===== config.mk =====
export PLATFORM = sky130hd
export DESIGN_NAME = mod_sampled_kmer_scan_both_strands_top
export DESIGN_NICKNAME = d
export VERILOG_FILES = /design/src/hw/rtl/smkss_pkg.sv /design/src/hw/rtl/smkss_front.sv /design/src/hw/rtl/smkss_queue.sv /design/src/hw/rtl/smkss_back.sv /design/src/hw/rtl/mod_sampled_kmer_scan_both_strands_top.sv
export VERILOG_INCLUDE_DIRS = /design/src /design/src/hw/rtl
export SDC_FILE = /design/constraint.sdc
export NUM_CORES = 1
export LEC_CHECK = 0
export ABC_AREA = 1
export BUFFER_PORTS_ARGS = -buffer_cell sky130_fd_sc_hd__buf_2
export CAP_MARGIN = 25
export CELL_PAD_IN_SITES_DETAIL_PLACEMENT = 1
export CELL_PAD_IN_SITES_GLOBAL_PLACEMENT = 1
export CORE_AREA = 5 5 250 252
export DETAILED_ROUTE_END_ITERATION = 16
export DIE_AREA = 0 0 255 257
export GPL_ROUTABILITY_DRIVEN = 0
export PLACE_DENSITY = 0.86
export SYNTH_ARGS = -nofsm -noshare
export SYNTH_HDL_FRONTEND = slang
export SYNTH_SLANG_ARGS = --single-unit

===== constraint.sdc =====
create_clock -name i_clk -period 8.3 [get_ports i_clk]
set_clock_uncertainty 0.05 [all_clocks]
set_input_delay 0.83 -clock i_clk [delete_from_list [all_inputs] [get_ports i_clk]]
set_output_delay 0.83 -clock i_clk [all_outputs]
set_load 0.02 [all_outputs]

===== src/hw/rtl/assert_macros.svh =====
// Assertion macros for the RTL modules; smkss_back takes them in.
// Depends on nothing; modules take it by include.
`ifndef ASSERT_MACROS_SVH
`define ASSERT_MACROS_SVH

// Checked on every rising edge while reset is released.
`define ASSERT_SYNC(lbl, clk, rst_n, prop) \
    lbl: assert property (@(posedge clk) disable iff (!(rst_n)) (prop)) \
        else $error("assertion failed");

// Checked on every rising edge, reset included.
`define ASSERT_ALWAYS(lbl, clk, prop) \
    lbl: assert property (@(posedge clk) (prop)) else $error("assertion failed");

`endif


===== src/hw/rtl/smkss_pkg.sv =====
// Package for the sampled k-mer scan: payload types, job type, constants.
// Depends on nothing; used by every module of the block.
`timescale 1ns / 1ps

package smkss_pkg;

    localparam int MAX_KMER    = 16;
    localparam int WIN_W       = 2 * MAX_KMER;
    localparam int LEN_W       = $clog2(MAX_KMER + 1);
    localparam int SH_W        = $clog2(WIN_W);
    localparam int AMT_W       = $clog2(WIN_W + 1);
    localparam int POS_W       = 32;
    localparam int DIV_W       = 32;
    localparam int STEP_W      = $clog2(WIN_W);
    localparam int QUEUE_DEPTH = 2;
    localparam int QPTR_W      = (QUEUE_DEPTH > 1) ? $clog2(QUEUE_DEPTH) : 1;
    localparam int QCNT_W      = $clog2(QUEUE_DEPTH + 1);
    localparam int CFG_IDX_W   = 1;
    localparam int CFG_DATA_W  = 32;

    localparam logic [CFG_IDX_W-1:0] CFG_KMER_LENGTH = 1'b0;
    localparam logic [CFG_IDX_W-1:0] CFG_DIVISOR     = 1'b1;

    localparam logic [LEN_W-1:0] KMER_LENGTH_RESET = LEN_W'(8);
    localparam logic [DIV_W-1:0] DIVISOR_RESET     = DIV_W'(1);

    typedef struct packed {
        logic [1:0]       base;
        logic             first_base;
        logic [POS_W-1:0] start_position;
        logic             last_base;
    } t_in_item;

    typedef struct packed {
        logic [WIN_W-1:0] kmer_code;
        logic [POS_W-1:0] kmer_position;
        logic             forward_strand;
        logic             last_of_run;
    } t_out_item;

    typedef struct packed {
        logic [WIN_W-1:0] kmer_fwd;
        logic [WIN_W-1:0] kmer_rc;
        logic [POS_W-1:0] kmer_position;
    } t_job;

endpackage


===== src/hw/rtl/smkss_front.sv =====
// Front end: takes bases, keeps both strand windows and forms k-mer jobs.
// Depends on smkss_pkg.
`timescale 1ns / 1ps

module smkss_front (
    input  logic                           i_clk,
    input  logic                           i_rst_n,
    input  logic                           i_in_valid,
    output logic                           o_in_ready,
    input  smkss_pkg::t_in_item            i_in_data,
    input  logic [smkss_pkg::LEN_W-1:0]    i_kmer_length,
    input  logic                           i_q_ready,
    output logic                           o_push,
    output smkss_pkg::t_job                o_job
);

    logic [smkss_pkg::WIN_W-1:0] r_fwd_win, r_rc_win;
    logic [smkss_pkg::LEN_W-1:0] r_fill;
    logic [smkss_pkg::POS_W-1:0] r_pos;

    logic [smkss_pkg::WIN_W-1:0] eff_fwd, eff_rc, n_fwd_win, n_rc_win;
    logic [smkss_pkg::LEN_W-1:0] eff_fill, n_fill;
    logic [smkss_pkg::POS_W-1:0] cur_pos;
    logic [smkss_pkg::SH_W-1:0]  fwd_shift;
    logic [smkss_pkg::AMT_W-1:0] mask_amt;
    logic [smkss_pkg::WIN_W:0]   wide_mask;
    logic                        accept;

    assign o_in_ready = i_q_ready;
    assign accept     = i_in_valid && i_q_ready;

    // A first base starts from empty windows.
    assign eff_fwd  = i_in_data.first_base ? '0 : r_fwd_win;
    assign eff_rc   = i_in_data.first_base ? '0 : r_rc_win;
    assign eff_fill = i_in_data.first_base ? '0 : r_fill;
    assign cur_pos  = i_in_data.first_base ? i_in_data.start_position : r_pos;

    assign n_fwd_win = {i_in_data.base, eff_fwd[smkss_pkg::WIN_W-1:2]};
    assign n_rc_win  = {eff_rc[smkss_pkg::WIN_W-3:0], ~i_in_data.base};
    assign n_fill    = (eff_fill == smkss_pkg::LEN_W'(smkss_pkg::MAX_KMER)) ?
                       eff_fill : eff_fill + smkss_pkg::LEN_W'(1);

    assign fwd_shift = smkss_pkg::SH_W'(2 * (smkss_pkg::MAX_KMER - int'(i_kmer_length)));
    assign mask_amt  = smkss_pkg::AMT_W'(2 * int'(i_kmer_length));
    assign wide_mask = ~({(smkss_pkg::WIN_W + 1){1'b1}} << mask_amt);

    assign o_job.kmer_fwd      = n_fwd_win >> fwd_shift;
    assign o_job.kmer_rc       = n_rc_win & wide_mask[smkss_pkg::WIN_W-1:0];
    assign o_job.kmer_position = cur_pos - smkss_pkg::POS_W'(i_kmer_length)
                                 + smkss_pkg::POS_W'(1);
    assign o_push = accept && (n_fill >= i_kmer_length);

    always_ff @(posedge i_clk) begin
        if (!i_rst_n) begin
            r_fwd_win <= '0;
            r_rc_win  <= '0;
            r_fill    <= '0;
            r_pos     <= '0;
        end else if (accept) begin
            r_pos <= cur_pos + smkss_pkg::POS_W'(1);
            if (i_in_data.last_base) begin
                r_fwd_win <= '0;
                r_rc_win  <= '0;
                r_fill    <= '0;
            end else begin
                r_fwd_win <= n_fwd_win;
                r_rc_win  <= n_rc_win;
                r_fill    <= n_fill;
            end
        end
    end

endmodule


===== src/hw/rtl/smkss_queue.sv =====
// Short job queue between the front end and the modulo back end.
// Depends on smkss_pkg.
`timescale 1ns / 1ps

module smkss_queue (
    input  logic            i_clk,
    input  logic            i_rst_n,
    input  logic            i_push,
    input  smkss_pkg::t_job i_job,
    output logic            o_ready,
    output logic            o_valid,
    input  logic            i_pop,
    output smkss_pkg::t_job o_job
);

    smkss_pkg::t_job r_mem [smkss_pkg::QUEUE_DEPTH];
    logic [smkss_pkg::QPTR_W-1:0] r_wr_ptr, r_rd_ptr;
    logic [smkss_pkg::QCNT_W-1:0] r_count;
    logic do_push, do_pop;

    localparam logic [smkss_pkg::QPTR_W-1:0] PTR_LAST =
        smkss_pkg::QPTR_W'(smkss_pkg::QUEUE_DEPTH - 1);

    assign o_ready = (r_count != smkss_pkg::QCNT_W'(smkss_pkg::QUEUE_DEPTH));
    assign o_valid = (r_count != '0);
    assign o_job   = r_mem[r_rd_ptr];
    assign do_push = i_push && o_ready;
    assign do_pop  = i_pop && o_valid;

    always_ff @(posedge i_clk) begin
        if (do_push) begin
            r_mem[r_wr_ptr] <= i_job;
        end
    end

    always_ff @(posedge i_clk) begin
        if (!i_rst_n) begin
            r_wr_ptr <= '0;
            r_rd_ptr <= '0;
            r_count  <= '0;
        end else begin
            if (do_push) begin
                r_wr_ptr <= (r_wr_ptr == PTR_LAST) ? '0 : r_wr_ptr + 1'b1;
            end
            if (do_pop) begin
                r_rd_ptr <= (r_rd_ptr == PTR_LAST) ? '0 : r_rd_ptr + 1'b1;
            end
            if (do_push && !do_pop) begin
                r_count <= r_count + 1'b1;
            end else if (do_pop && !do_push) begin
                r_count <= r_count - 1'b1;
            end
        end
    end

endmodule


===== src/hw/rtl/smkss_back.sv =====
// Back end: bit-serial remainder unit testing both codes, and the result register.
// Depends on smkss_pkg and assert_macros.svh.
`timescale 1ns / 1ps
`include "assert_macros.svh"

module smkss_back (
    input  logic                           i_clk,
    input  logic                           i_rst_n,
    input  logic [smkss_pkg::DIV_W-1:0]    i_divisor,
    input  logic                           i_q_valid,
    input  smkss_pkg::t_job                i_job,
    output logic                           o_pop,
    output logic                           o_out_valid,
    input  logic                           i_out_ready,
    output smkss_pkg::t_out_item           o_out_data
);

    typedef enum logic [2:0] {
        S_IDLE,
        S_FWD,
        S_RC,
        S_EMIT_F,
        S_EMIT_R
    } t_state;

    localparam logic [smkss_pkg::STEP_W-1:0] STEP_LAST =
        smkss_pkg::STEP_W'(smkss_pkg::WIN_W - 1);

    t_state                        r_state;
    smkss_pkg::t_job               r_job;
    logic [smkss_pkg::WIN_W-1:0]   r_dvd;
    logic [smkss_pkg::DIV_W-1:0]   r_rem;
    logic [smkss_pkg::STEP_W-1:0]  r_cnt;
    logic                          r_fwd_pass, r_rc_pass;
    logic                          r_out_valid;
    smkss_pkg::t_out_item          r_out;

    logic [smkss_pkg::DIV_W:0]     trial, diff;
    logic [smkss_pkg::DIV_W-1:0]   n_rem;
    logic                          n_pass, out_free, load_out;

    // One restoring step: bring in the next dividend bit, subtract if it fits.
    assign trial  = {r_rem, r_dvd[smkss_pkg::WIN_W-1]};
    assign diff   = trial - {1'b0, i_divisor};
    assign n_rem  = (trial >= {1'b0, i_divisor}) ? diff[smkss_pkg::DIV_W-1:0]
                                                 : trial[smkss_pkg::DIV_W-1:0];
    assign n_pass = (i_divisor != '0) && (n_rem == '0);

    assign out_free    = !r_out_valid || i_out_ready;
    // A passing code moves into the result register this cycle.
    assign load_out    = out_free &&
                         ((r_state == S_EMIT_F && r_fwd_pass) ||
                          (r_state == S_EMIT_R && r_rc_pass));
    assign o_pop       = (r_state == S_IDLE) && i_q_valid;
    assign o_out_valid = r_out_valid;
    assign o_out_data  = r_out;

    always_ff @(posedge i_clk) begin
        if (!i_rst_n) begin
            r_state     <= S_IDLE;
            r_cnt       <= '0;
            r_out_valid <= 1'b0;
            r_fwd_pass  <= 1'b0;
            r_rc_pass   <= 1'b0;
        end else begin
            if (load_out) begin
                r_out_valid <= 1'b1;
            end else if (r_out_valid && i_out_ready) begin
                r_out_valid <= 1'b0;
            end
            case (r_state)
                S_IDLE: begin
                    if (i_q_valid) begin
                        r_job   <= i_job;
                        r_dvd   <= i_job.kmer_fwd;
                        r_rem   <= '0;
                        r_cnt   <= '0;
                        r_state <= S_FWD;
                    end
                end
                S_FWD: begin
                    if (r_cnt == STEP_LAST) begin
                        r_fwd_pass <= n_pass;
                        r_dvd      <= r_job.kmer_rc;
                        r_rem      <= '0;
                        r_cnt      <= '0;
                        r_state    <= S_RC;
                    end else begin
                        r_rem <= n_rem;
                        r_dvd <= r_dvd << 1;
                        r_cnt <= r_cnt + 1'b1;
                    end
                end
                S_RC: begin
                    if (r_cnt == STEP_LAST) begin
                        r_rc_pass <= n_pass;
                        r_cnt     <= '0;
                        r_state   <= S_EMIT_F;
                    end else begin
                        r_rem <= n_rem;
                        r_dvd <= r_dvd << 1;
                        r_cnt <= r_cnt + 1'b1;
                    end
                end
                S_EMIT_F: begin
                    if (!r_fwd_pass) begin
                        r_state <= S_EMIT_R;
                    end else if (out_free) begin
                        r_out.kmer_code      <= r_job.kmer_fwd;
                        r_out.kmer_position  <= r_job.kmer_position;
                        r_out.forward_strand <= 1'b1;
                        r_out.last_of_run    <= !r_rc_pass;
                        r_state              <= S_EMIT_R;
                    end
                end
                S_EMIT_R: begin
                    if (!r_rc_pass) begin
                        r_state <= S_IDLE;
                    end else if (out_free) begin
                        r_out.kmer_code      <= r_job.kmer_rc;
                        r_out.kmer_position  <= r_job.kmer_position;
                        r_out.forward_strand <= 1'b0;
                        r_out.last_of_run    <= 1'b1;
                        r_state              <= S_IDLE;
                    end
                end
                default: begin
                    r_state <= S_IDLE;
                end
            endcase
        end
    end

    `ASSERT_SYNC(a_rc_result_is_last, i_clk, i_rst_n,
        (r_out_valid && !r_out.forward_strand) |-> r_out.last_of_run)
    `ASSERT_SYNC(a_fwd_done_starts_rc, i_clk, i_rst_n,
        (r_state == S_FWD && r_cnt == STEP_LAST) |=> (r_state == S_RC && r_cnt == '0))
    `ASSERT_SYNC(a_result_from_emit, i_clk, i_rst_n,
        $rose(r_out_valid) |-> $past(r_state == S_EMIT_F || r_state == S_EMIT_R))

endmodule


===== src/hw/rtl/mod_sampled_kmer_scan_both_strands_top.sv =====
// Top level of the modulo-sampled k-mer scan over both strands.
// Depends on smkss_pkg, smkss_front, smkss_queue and smkss_back.
`timescale 1ns / 1ps

// The block takes one 2-bit base per input transaction and keeps a sliding
// window of the last bases on both strands. Once kmer_length bases of the
// current sequence are held, each base forms a forward k-mer code (first base
// in the low bits) and its reverse complement, both starting at the same
// position. Each code divisible by the divisor becomes an output transaction,
// forward first, with last_of_run set on the final one for that base; a zero
// divisor passes nothing. Every base is taken in a single cycle while the job
// queue has room; when the queue is full the input waits. A base that
// completes a k-mer holds the back end through a load state, 32 remainder
// steps for each code in the bit-serial remainder unit and two emit states;
// it takes no new job before it returns to idle. A two-entry job queue lets
// the front end take bases while the remainder unit is busy, and the output
// register lets the next job start while a result waits to be taken.
// Configuration writes take effect at once and are meant to be made only
// while the block is idle; a kmer_length of zero is stored as one and a value
// above sixteen as sixteen. Only the low five bits of a written length count.

module mod_sampled_kmer_scan_both_strands_top (
    input  logic                                i_clk,
    input  logic                                i_rst_n,
    input  logic                                i_in_valid,
    output logic                                o_in_ready,
    input  smkss_pkg::t_in_item                 i_in_data,
    output logic                                o_out_valid,
    input  logic                                i_out_ready,
    output smkss_pkg::t_out_item                o_out_data,
    input  logic                                i_cfg_we,
    input  logic [smkss_pkg::CFG_IDX_W-1:0]     i_cfg_index,
    input  logic [smkss_pkg::CFG_DATA_W-1:0]    i_cfg_data
);

    // Configuration registers.
    logic [smkss_pkg::LEN_W-1:0] r_kmer_length;
    logic [smkss_pkg::DIV_W-1:0] r_divisor;
    logic [smkss_pkg::LEN_W-1:0] n_kmer_length;
    logic [smkss_pkg::LEN_W-1:0] wr_len;

    // Front end to queue, queue to back end.
    logic            push, q_ready, q_valid, pop;
    smkss_pkg::t_job front_job, q_job;

    // Written lengths are clamped into the supported range.
    assign wr_len = i_cfg_data[smkss_pkg::LEN_W-1:0];
    always_comb begin
        if (wr_len == '0) begin
            n_kmer_length = smkss_pkg::LEN_W'(1);
        end else if (wr_len > smkss_pkg::LEN_W'(smkss_pkg::MAX_KMER)) begin
            n_kmer_length = smkss_pkg::LEN_W'(smkss_pkg::MAX_KMER);
        end else begin
            n_kmer_length = wr_len;
        end
    end

    always_ff @(posedge i_clk) begin
        if (!i_rst_n) begin
            r_kmer_length <= smkss_pkg::KMER_LENGTH_RESET;
            r_divisor     <= smkss_pkg::DIVISOR_RESET;
        end else if (i_cfg_we) begin
            case (i_cfg_index)
                smkss_pkg::CFG_KMER_LENGTH: r_kmer_length <= n_kmer_length;
                smkss_pkg::CFG_DIVISOR:     r_divisor     <= i_cfg_data[smkss_pkg::DIV_W-1:0];
                default: begin
                end
            endcase
        end
    end

    // The front end shifts bases into the windows and queues one job for
    // every base that completes a k-mer.
    smkss_front u_front (
        .i_clk         (i_clk),
        .i_rst_n       (i_rst_n),
        .i_in_valid    (i_in_valid),
        .o_in_ready    (o_in_ready),
        .i_in_data     (i_in_data),
        .i_kmer_length (r_kmer_length),
        .i_q_ready     (q_ready),
        .o_push        (push),
        .o_job         (front_job)
    );

    smkss_queue u_queue (
        .i_clk   (i_clk),
        .i_rst_n (i_rst_n),
        .i_push  (push),
        .i_job   (front_job),
        .o_ready (q_ready),
        .o_valid (q_valid),
        .i_pop   (pop),
        .o_job   (q_job)
    );

    // The back end tests both codes and hands passing codes to the output.
    smkss_back u_back (
        .i_clk       (i_clk),
        .i_rst_n     (i_rst_n),
        .i_divisor   (r_divisor),
        .i_q_valid   (q_valid),
        .i_job       (q_job),
        .o_pop       (pop),
        .o_out_valid (o_out_valid),
        .i_out_ready (i_out_ready),
        .o_out_data  (o_out_data)
    );

endmodule


==> metrics.txt, run 1 <==
status=finished clean; Final setup viols=0; Slew Viols, Final=0; Worst path depth=19; IO Port Bufs=141; share of cells above drive strength 1=13.4%; leakage=13.2 nW; headroom to the max-slew limit=29.3%; R2R cell count=7; via count=22800; final net count=3358; initial core utilization=47.6%; CP Capture Type=flop; share of the synthesized area in the top cell type=44.0%; Async SR Flop Fraction=0%; post-synth top area cell=edfxtp_1; post-detail-place hpwl=59.6 mm; total nets after synthesis=3256; share of power burned in registers=39.4%; clock power share=28.6%; total die area=65500 um2; peak supply drop=179 uV; WP buf/inv=4; Mapped Cells=3073; Clock transition at path regs=0.06 ns; global-route usage over all layers=25.8%; Metal-1 WL=35.3 mm; Distinct cells, synth=56; crit-path leading delay family=compound AO/OA/AOI/OAI gates; flops & latches, synth=568; Critical Path RT=8.65 ns; Synth warnings=0; GR Overflow Total=0; Layout Area Growth over Synthesis=12.3%; fmax=185 MHz; core area=59900 um2; Critical Path Fanout Max=40; Worst-Margin Slew=1.06 ns; final cycle utilization of the critical path=65.2%; RSZ-0062 raised after global routing=no; cts hold-fix bufs=0; Logic pwr share=32.0%; Top FF cell, synth=edfxtp_1; die span in y=257 um; crit-path cells=buf_2 -> clkinv_2 -> or2_2 -> o21ai_0 -> inv_1 -> ha_1 -> ha_1 -> inv_1 -> fa_1 -> nand3b_1 -> nand2_1 -> a21oi_1 -> o21ai_1 -> a21boi_0 -> o21ai_0 -> a31oi_1 -> o21ai_0 -> nand2_1 -> nand2_1; remaining antenna violation count=0; root buf cell=clkbuf_16; post-CTS sizing=0; first-pass detailed-route iteration total=5; EDFF count, synth=418; vias per inst=5.68; Net Sw Power=3.38 mW; starting DRC count in detailed routing=2054; Sink Count=568; Area contributors post-synth=edfxtp_1 44%, dfxtp_1 11%, nand2_1 9.4%; critical path launch point type=input pin; Placed Instances=3893; Cell Area, Synth=28500 um2; CTS tree=done; # IOs=142; max incr delay on CP=0.66 ns; Worst-Skew Late Latency=0.67 ns; vias in the first global route=23800; synthesized area per cell=9.28 um2; CTS Buf Count=59; Sw Ratio=36.0%; hold crit path type=reg2reg; met2 wire len=43.6 mm; CP arrival=5.76 ns; Crit Path Class=in2reg; TNS Setup=0 ns; die width=255 um; CP max-delay cell=buf_2; crit path time final=5.41 ns; Cell Count, Final, Fillers Out=4009; WHS Path Cells=0; DRC Markers=0; row count=90; highest metal used=met5; Internal=6.01 mW; Post-CTS Setup Repair Bufs=0; routed wire length=86.8 mm; H-tree levels=2; Final Hold Viols=0; Longest Clk Path Bufs=3; first-pass GRT wire length=135 mm; sequential-to-total area share from yosys stat=54.6%; initial antenna violation count=3; largest net degree at the start of global routing=95; Avg WL per Cell=21.7 um; Cell Pwr Density=293 nW/um2; metal3 WL=4.95 mm; Max Cap Violations=0
## worst reg2reg max path: stages (launching register included)
cell and delay, ns:
dfxtp_1 0.80, inv_1 0.09, buf_4 0.30, ha_1 0.86, clkinv_1 0.94, o21ai_0 0.63, o21ai_0 0.22, nor2_1 0.41
## per-stage QoR
stage / worst slack (ns) / total power [mW] / cell area, um2 / hold slack (ns) / util, %
floorplan: 0.661 / 5.78 / 28500 / 0.350 / -
global placement: 2.61 / 6.43 / 29900 / 0.353 / 49.9
detailed placement: 2.26 / 6.66 / 30000 / 0.356 / 50.0
CTS: 2.88 / 9.39 / 31900 / 0.369 / 53.3
global route: 2.64 / 9.88 / 32000 / 0.376 / 53.4
finish: 2.89 / 9.39 / 32000 / 0.373 / 53.4
## power groups by stage
stage	Combinational [mW]	Sequential [mW]	Clock (mW)
2_1_floorplan	2.09	3.70	0
3_3_place_gp	2.71	3.73	0
3_5_place_dp	2.91	3.75	0
4_1_cts	2.97	3.70	2.72
5_1_grt	3.30	3.72	2.86
6_report	3.01	3.70	2.68
## area by class of cell
class | count | area [um2]
Fill cell | 6806 | 27900
Sequential cell | 568 | 15600
Multi-Input combinational cell | 2008 | 11100
Clock buffer | 90 | 1740
Inverter | 372 | 1400
Timing Repair Buffer | 166 | 1000
Tap cell | 782 | 978
Clock inverter | 22 | 240
Antenna cell | 1 | 2.50
## cell families (layout without fill, tap and decap cells)
family	count (synthesis)	count (layout)	synth area share, %
mux	98	98	3.86
buf+inv	497	650	6.68
flops	568	568	54.6
other cells	0	1	0
compound gates	508	508	9.66
simple gates	1219	1219	18.1
xor+xnor	74	74	2.27
fa+ha+maj	109	109	4.84
## worst paths after layout
| check | startpoint | endpoint | slack (ns) |
|---|---|---|---|
| max | i_in_data[33] | u_queue.r_mem[1][27] | 2.89 |
| min reg2reg | u_back.r_job[5] | u_back.o_out_data[7] | 0.37 |
| min | u_back.r_job[5] | u_back.o_out_data[7] | 0.37 |
| max reg2reg | r_kmer_length[0] | u_queue.r_mem[1][80] | 3.73 |
## registers in the layout, summed over array words and instances, names as in the netlist, 30 cells and up, named ones only
name,count
r_divisor,32
u_back.r_dvd,32
u_back.r_rem,32
u_front.r_fwd_win,30
u_back.o_out_data,66
u_queue.r_mem,192
u_back.r_job,96
u_front.r_pos,32
u_front.r_rc_win,30
## layer usage
metal,track usage [%],up-vias
met5,0,-
met3,3.59,204
met2,45.4,819
met1,33.0,11300
li1,-,10500
met4,8.04,2
## layout by cell type, fill, tap and decap left out, types with 18 or more instances in the layout
cell type	instances
buf_2	141
clkbuf_1	20
buf_4	18
nand4_1	21
mux2_2	96
nor3_1	20
dfxtp_1	149
nor2_1	223
edfxtp_1	418
or2_2	31
xnor2_1	25
o211ai_1	37
a21oi_1	188
nand3_1	127
nand2_1	713
nand3b_1	26
o21ai_0	224
clkbuf_16	62
xor2_1	49
ha_1	107
inv_1	363
## synthesized netlist by cell type, types with 3 or more instances
library cell / instances
buf_2: 5
nor4_1: 6
o21a_1: 5
nand3_2: 5
nor3b_1: 3
a21o_1: 4
nor2_2: 13
o211ai_1: 37
nor2_4: 4
xnor2_1: 25
inv_1: 364
nand2_1: 715
dfxtp_1: 150
nor3_1: 21
nand3_1: 127
a221oi_1: 3
or2_1: 4
buf_1: 16
clkinv_1: 4
inv_2: 4
o21ai_0: 224
and2_1: 3
o21bai_1: 6
xor2_1: 49
nand2_2: 9
mux2_2: 96
nor2_1: 227
nand4_1: 21
ha_1: 107
a21boi_0: 4
nand3b_1: 26
o21ai_1: 10
a31oi_1: 12
a21oi_1: 188
edfxtp_1: 418
or2_2: 31
clkbuf_1: 99
Note: power is estimated with default switching activity, not from simulation.
==> run 2, diff against run 1 <==
--- a/config.mk
+++ b/config.mk
@@ -11,11 +11,11 @@
 export CAP_MARGIN = 25
 export CELL_PAD_IN_SITES_DETAIL_PLACEMENT = 1
 export CELL_PAD_IN_SITES_GLOBAL_PLACEMENT = 1
-export CORE_AREA = 5 5 250 252
+export CORE_AREA = 5 5 261 263
 export DETAILED_ROUTE_END_ITERATION = 16
-export DIE_AREA = 0 0 255 257
+export DIE_AREA = 0 0 266 268
 export GPL_ROUTABILITY_DRIVEN = 0
-export PLACE_DENSITY = 0.86
+export PLACE_DENSITY = 0.83
 export SYNTH_ARGS = -nofsm -noshare
 export SYNTH_HDL_FRONTEND = slang
 export SYNTH_SLANG_ARGS = --single-unit
==> constraint.sdc (replaced) <==
create_clock -name i_clk -period 4.59 [get_ports i_clk]
set_clock_uncertainty 0.05 [all_clocks]
set_input_delay 0.459 -clock i_clk [delete_from_list [all_inputs] [get_ports i_clk]]
set_output_delay 0.459 -clock i_clk [all_outputs]
set_load 0.02 [all_outputs]
==> run 2 against run 1 <==
- via count down 3.8%
- wire length down 5.2%
- first-iteration DRC count down 22%
- critical path depth down 6
- sequential share of layout area down 0.16 points
- sequential cell count unchanged
- cell area up 0.34%
- sequential power up 82%
- worst setup slack worse by 2.1 ns
- global-route usage down 3.2 points
- cell count up 2.3%
==> metrics.txt, run 2 (synthesis results as in run 1) <==
status=finished clean; root buf cell=clkbuf_16; Longest Clk Path Bufs=3 (unchanged); hold path startpoint=i_cfg_data[25]; share of cells above drive strength 1=13.9% (+0.48 points); TNS Setup=0 ns (unchanged); final cycle utilization of the critical path=83.4%; CTS Buf Count=60 (+1.7%); Clock transition at path regs=0.06 ns (about the same); DRC Markers=0 (unchanged); largest net degree at the start of global routing=95 (unchanged); post-CTS sizing=0 (unchanged); remaining antenna violation count=0 (unchanged); Worst R2R Start=r_kmer_length[3]; Worst-Margin Slew=1.03 ns (-0.0306 ns); first-pass detailed-route iteration total=5 (unchanged); total die area=71300 um2 (+8.8%); initial core utilization=43.6% (-4.0 points); max incr delay on CP=0.48 ns (-0.18 ns); Hold EP=r_divisor[25]; max reg flops=192 (unchanged); Reg area=15600 um2 (unchanged); Final setup viols=0 (unchanged); CTS tree=done; commonest non-fill, non-tap cell in the layout=nand2_1; H-tree levels=2 (unchanged); multi-input logic area=11100 um2 (+0.17%); die width=266 um (+4.3%); Tot Pwr=16.8 mW (+79%); Max Cap Violations=0 (unchanged); peak supply drop=322 uV (+79%); Critical Path Fanout Max=7 (-83%); CP Capture Type=flop; most frequent CP cell=nand2_1; Cell Pwr Density=523 nW/um2 (+78%); row count=94 (+4.4%); headroom to the max-slew limit=31.3% (+2.0 points); IO Port Bufs=141 (unchanged); via count=21900 (-3.8%); Sink Count=568 (unchanged); CP arrival=4.15 ns (-1.61 ns); Avg WL per Cell=20.1 um (-7.3%); Slew Viols, Final=0 (unchanged); routed wire length=82.3 mm (-5.2%); Worst-Skew Late Latency=0.64 ns (-0.03 ns); vias per inst=5.35 (-5.9%); cts hold-fix bufs=0 (unchanged); commonest cells after routing, fill and taps aside=713 x nand2_1, 418 x edfxtp_1, 362 x inv_1, 224 x o21ai_0, 223 x nor2_1; Crit Path Class=reg2reg; crit path time final=3.83 ns; post-detail-place hpwl=57.5 mm (-3.5%); GR Overflow Total=0 (unchanged); CP max-delay cell=dfxtp_1; final net count=3370 (+0.36%); initial antenna violation count=4 (+1); first-pass GRT wire length=129 mm (-4.1%); Largest Register=u_queue.r_mem; core area=65400 um2 (+9.2%); WHS Path Cells=3 (+3); Critical Path RT=4.92 ns (-3.73 ns); reg-to-reg slack, setup=0.76 ns (-2.97 ns); RR Endpoint=u_queue.r_mem[1][26]; vias in the first global route=23100 (-3.0%); crit-path cells=inv_1 -> ha_1 -> ha_1 -> a21oi_1 -> nand2_1 -> a21oi_1 -> o21ai_1 -> a21boi_0 -> o21ai_0 -> a31oi_1 -> o21ai_0 -> nand2_1 -> nand2_1; R2R cell count=13 (+6); # IOs=142 (unchanged); global-route usage over all layers=22.6% (-3.2 points); fmax=261 MHz; hold crit path type=in2reg; Filler cells=7584 (+11%); starting DRC count in detailed routing=1606 (-22%); Final Hold Viols=0 (unchanged); RSZ-0062 raised after global routing=no; die span in y=268 um (+4.3%); leakage=13.2 nW (+0.12%); critical path launch point type=flop; Post-CTS Setup Repair Bufs=0 (unchanged); Layout Area Growth over Synthesis=12.7%
[run 2: cell types whose count changed in the layout (fill, tap and decap cells not counted), moves of 3 or more]
cell,change
buf_16,-3
buf_4,+15
clkbuf_8,-3
clkinv_2,+6
clkinv_1,+4
clkbuf_1,-9
[run 2: where the power goes]
part	total, mW	internal [mW]	switching (mW)
logic	5.24	1.70	3.54
clock network	4.83	2.72	2.11
registers	6.72	6.40	0.313
total	16.8	10.8	5.96
[run 2: how the worst max path moves through the flow]
stage,from,to,slack [ns],depth (start not counted)
after detailed placement,i_in_data[33],u_queue.r_mem[0][27],0.23,19
after global routing,u_front.r_fill[0],u_queue.r_count[1],0.45,21
after CTS,r_kmer_length[3],u_queue.r_mem[1][26],0.76,13
final,r_kmer_length[3],u_queue.r_mem[1][26],0.76,13
after floorplan,i_in_data[33],u_queue.r_mem[0][0],0.09,17
after global placement,i_in_data[33],u_queue.r_mem[0][27],0.31,19
[run 2: per-layer routing]
| layer | global-route usage, % | vias up | wire, um |
|---|---|---|---|
| met2 | 40.5 | 571 | 40900 |
| met3 | 3.03 | 115 | 4140 |
| li1 | - | 10500 | - |
| met4 | 5.08 | 2 | 1710 |
| met1 | 29.3 | 10800 | 35600 |
| met5 | 0 | - | 13 |
[run 2: layout make-up]
class,instances,share of cell area (%)
diodes,1,0.00779
clock buffers,76,5.02
clock inverters,35,1.06
inverters,372,4.35
multi-input cells,2008,34.6
flip-flops and latches,568,48.4
well taps,864,3.37
repair buffers,177,3.15
[run 2: worst max-delay path, delay by kind of cell, from the launching register on]
kind / cells / cell delay (ns)
compound gates: 7 / 1.81
fa+ha+maj: 2 / 0.72
buf+inv: 1 / 0.23
flops: 1 / 0.48
simple gates: 3 / 0.29
[run 2: metrics by stage]
step | area (um2) | hold slack [ns] | utilization (%) | setup WS, ns | instances
after floorplan | 28500 | 0.350 | - | 0.0883 | 3073
after global placement | 30200 | 0.350 | 46.1 | 0.313 | 3989
after detailed placement | 30200 | 0.356 | 46.1 | 0.226 | 3989
after CTS | 32100 | 0.0366 | 49.1 | 0.758 | 4100
after global routing | 32100 | 0.0694 | 49.1 | 0.450 | 4101
final | 32100 | 0.0661 | 49.1 | 0.764 | 4101
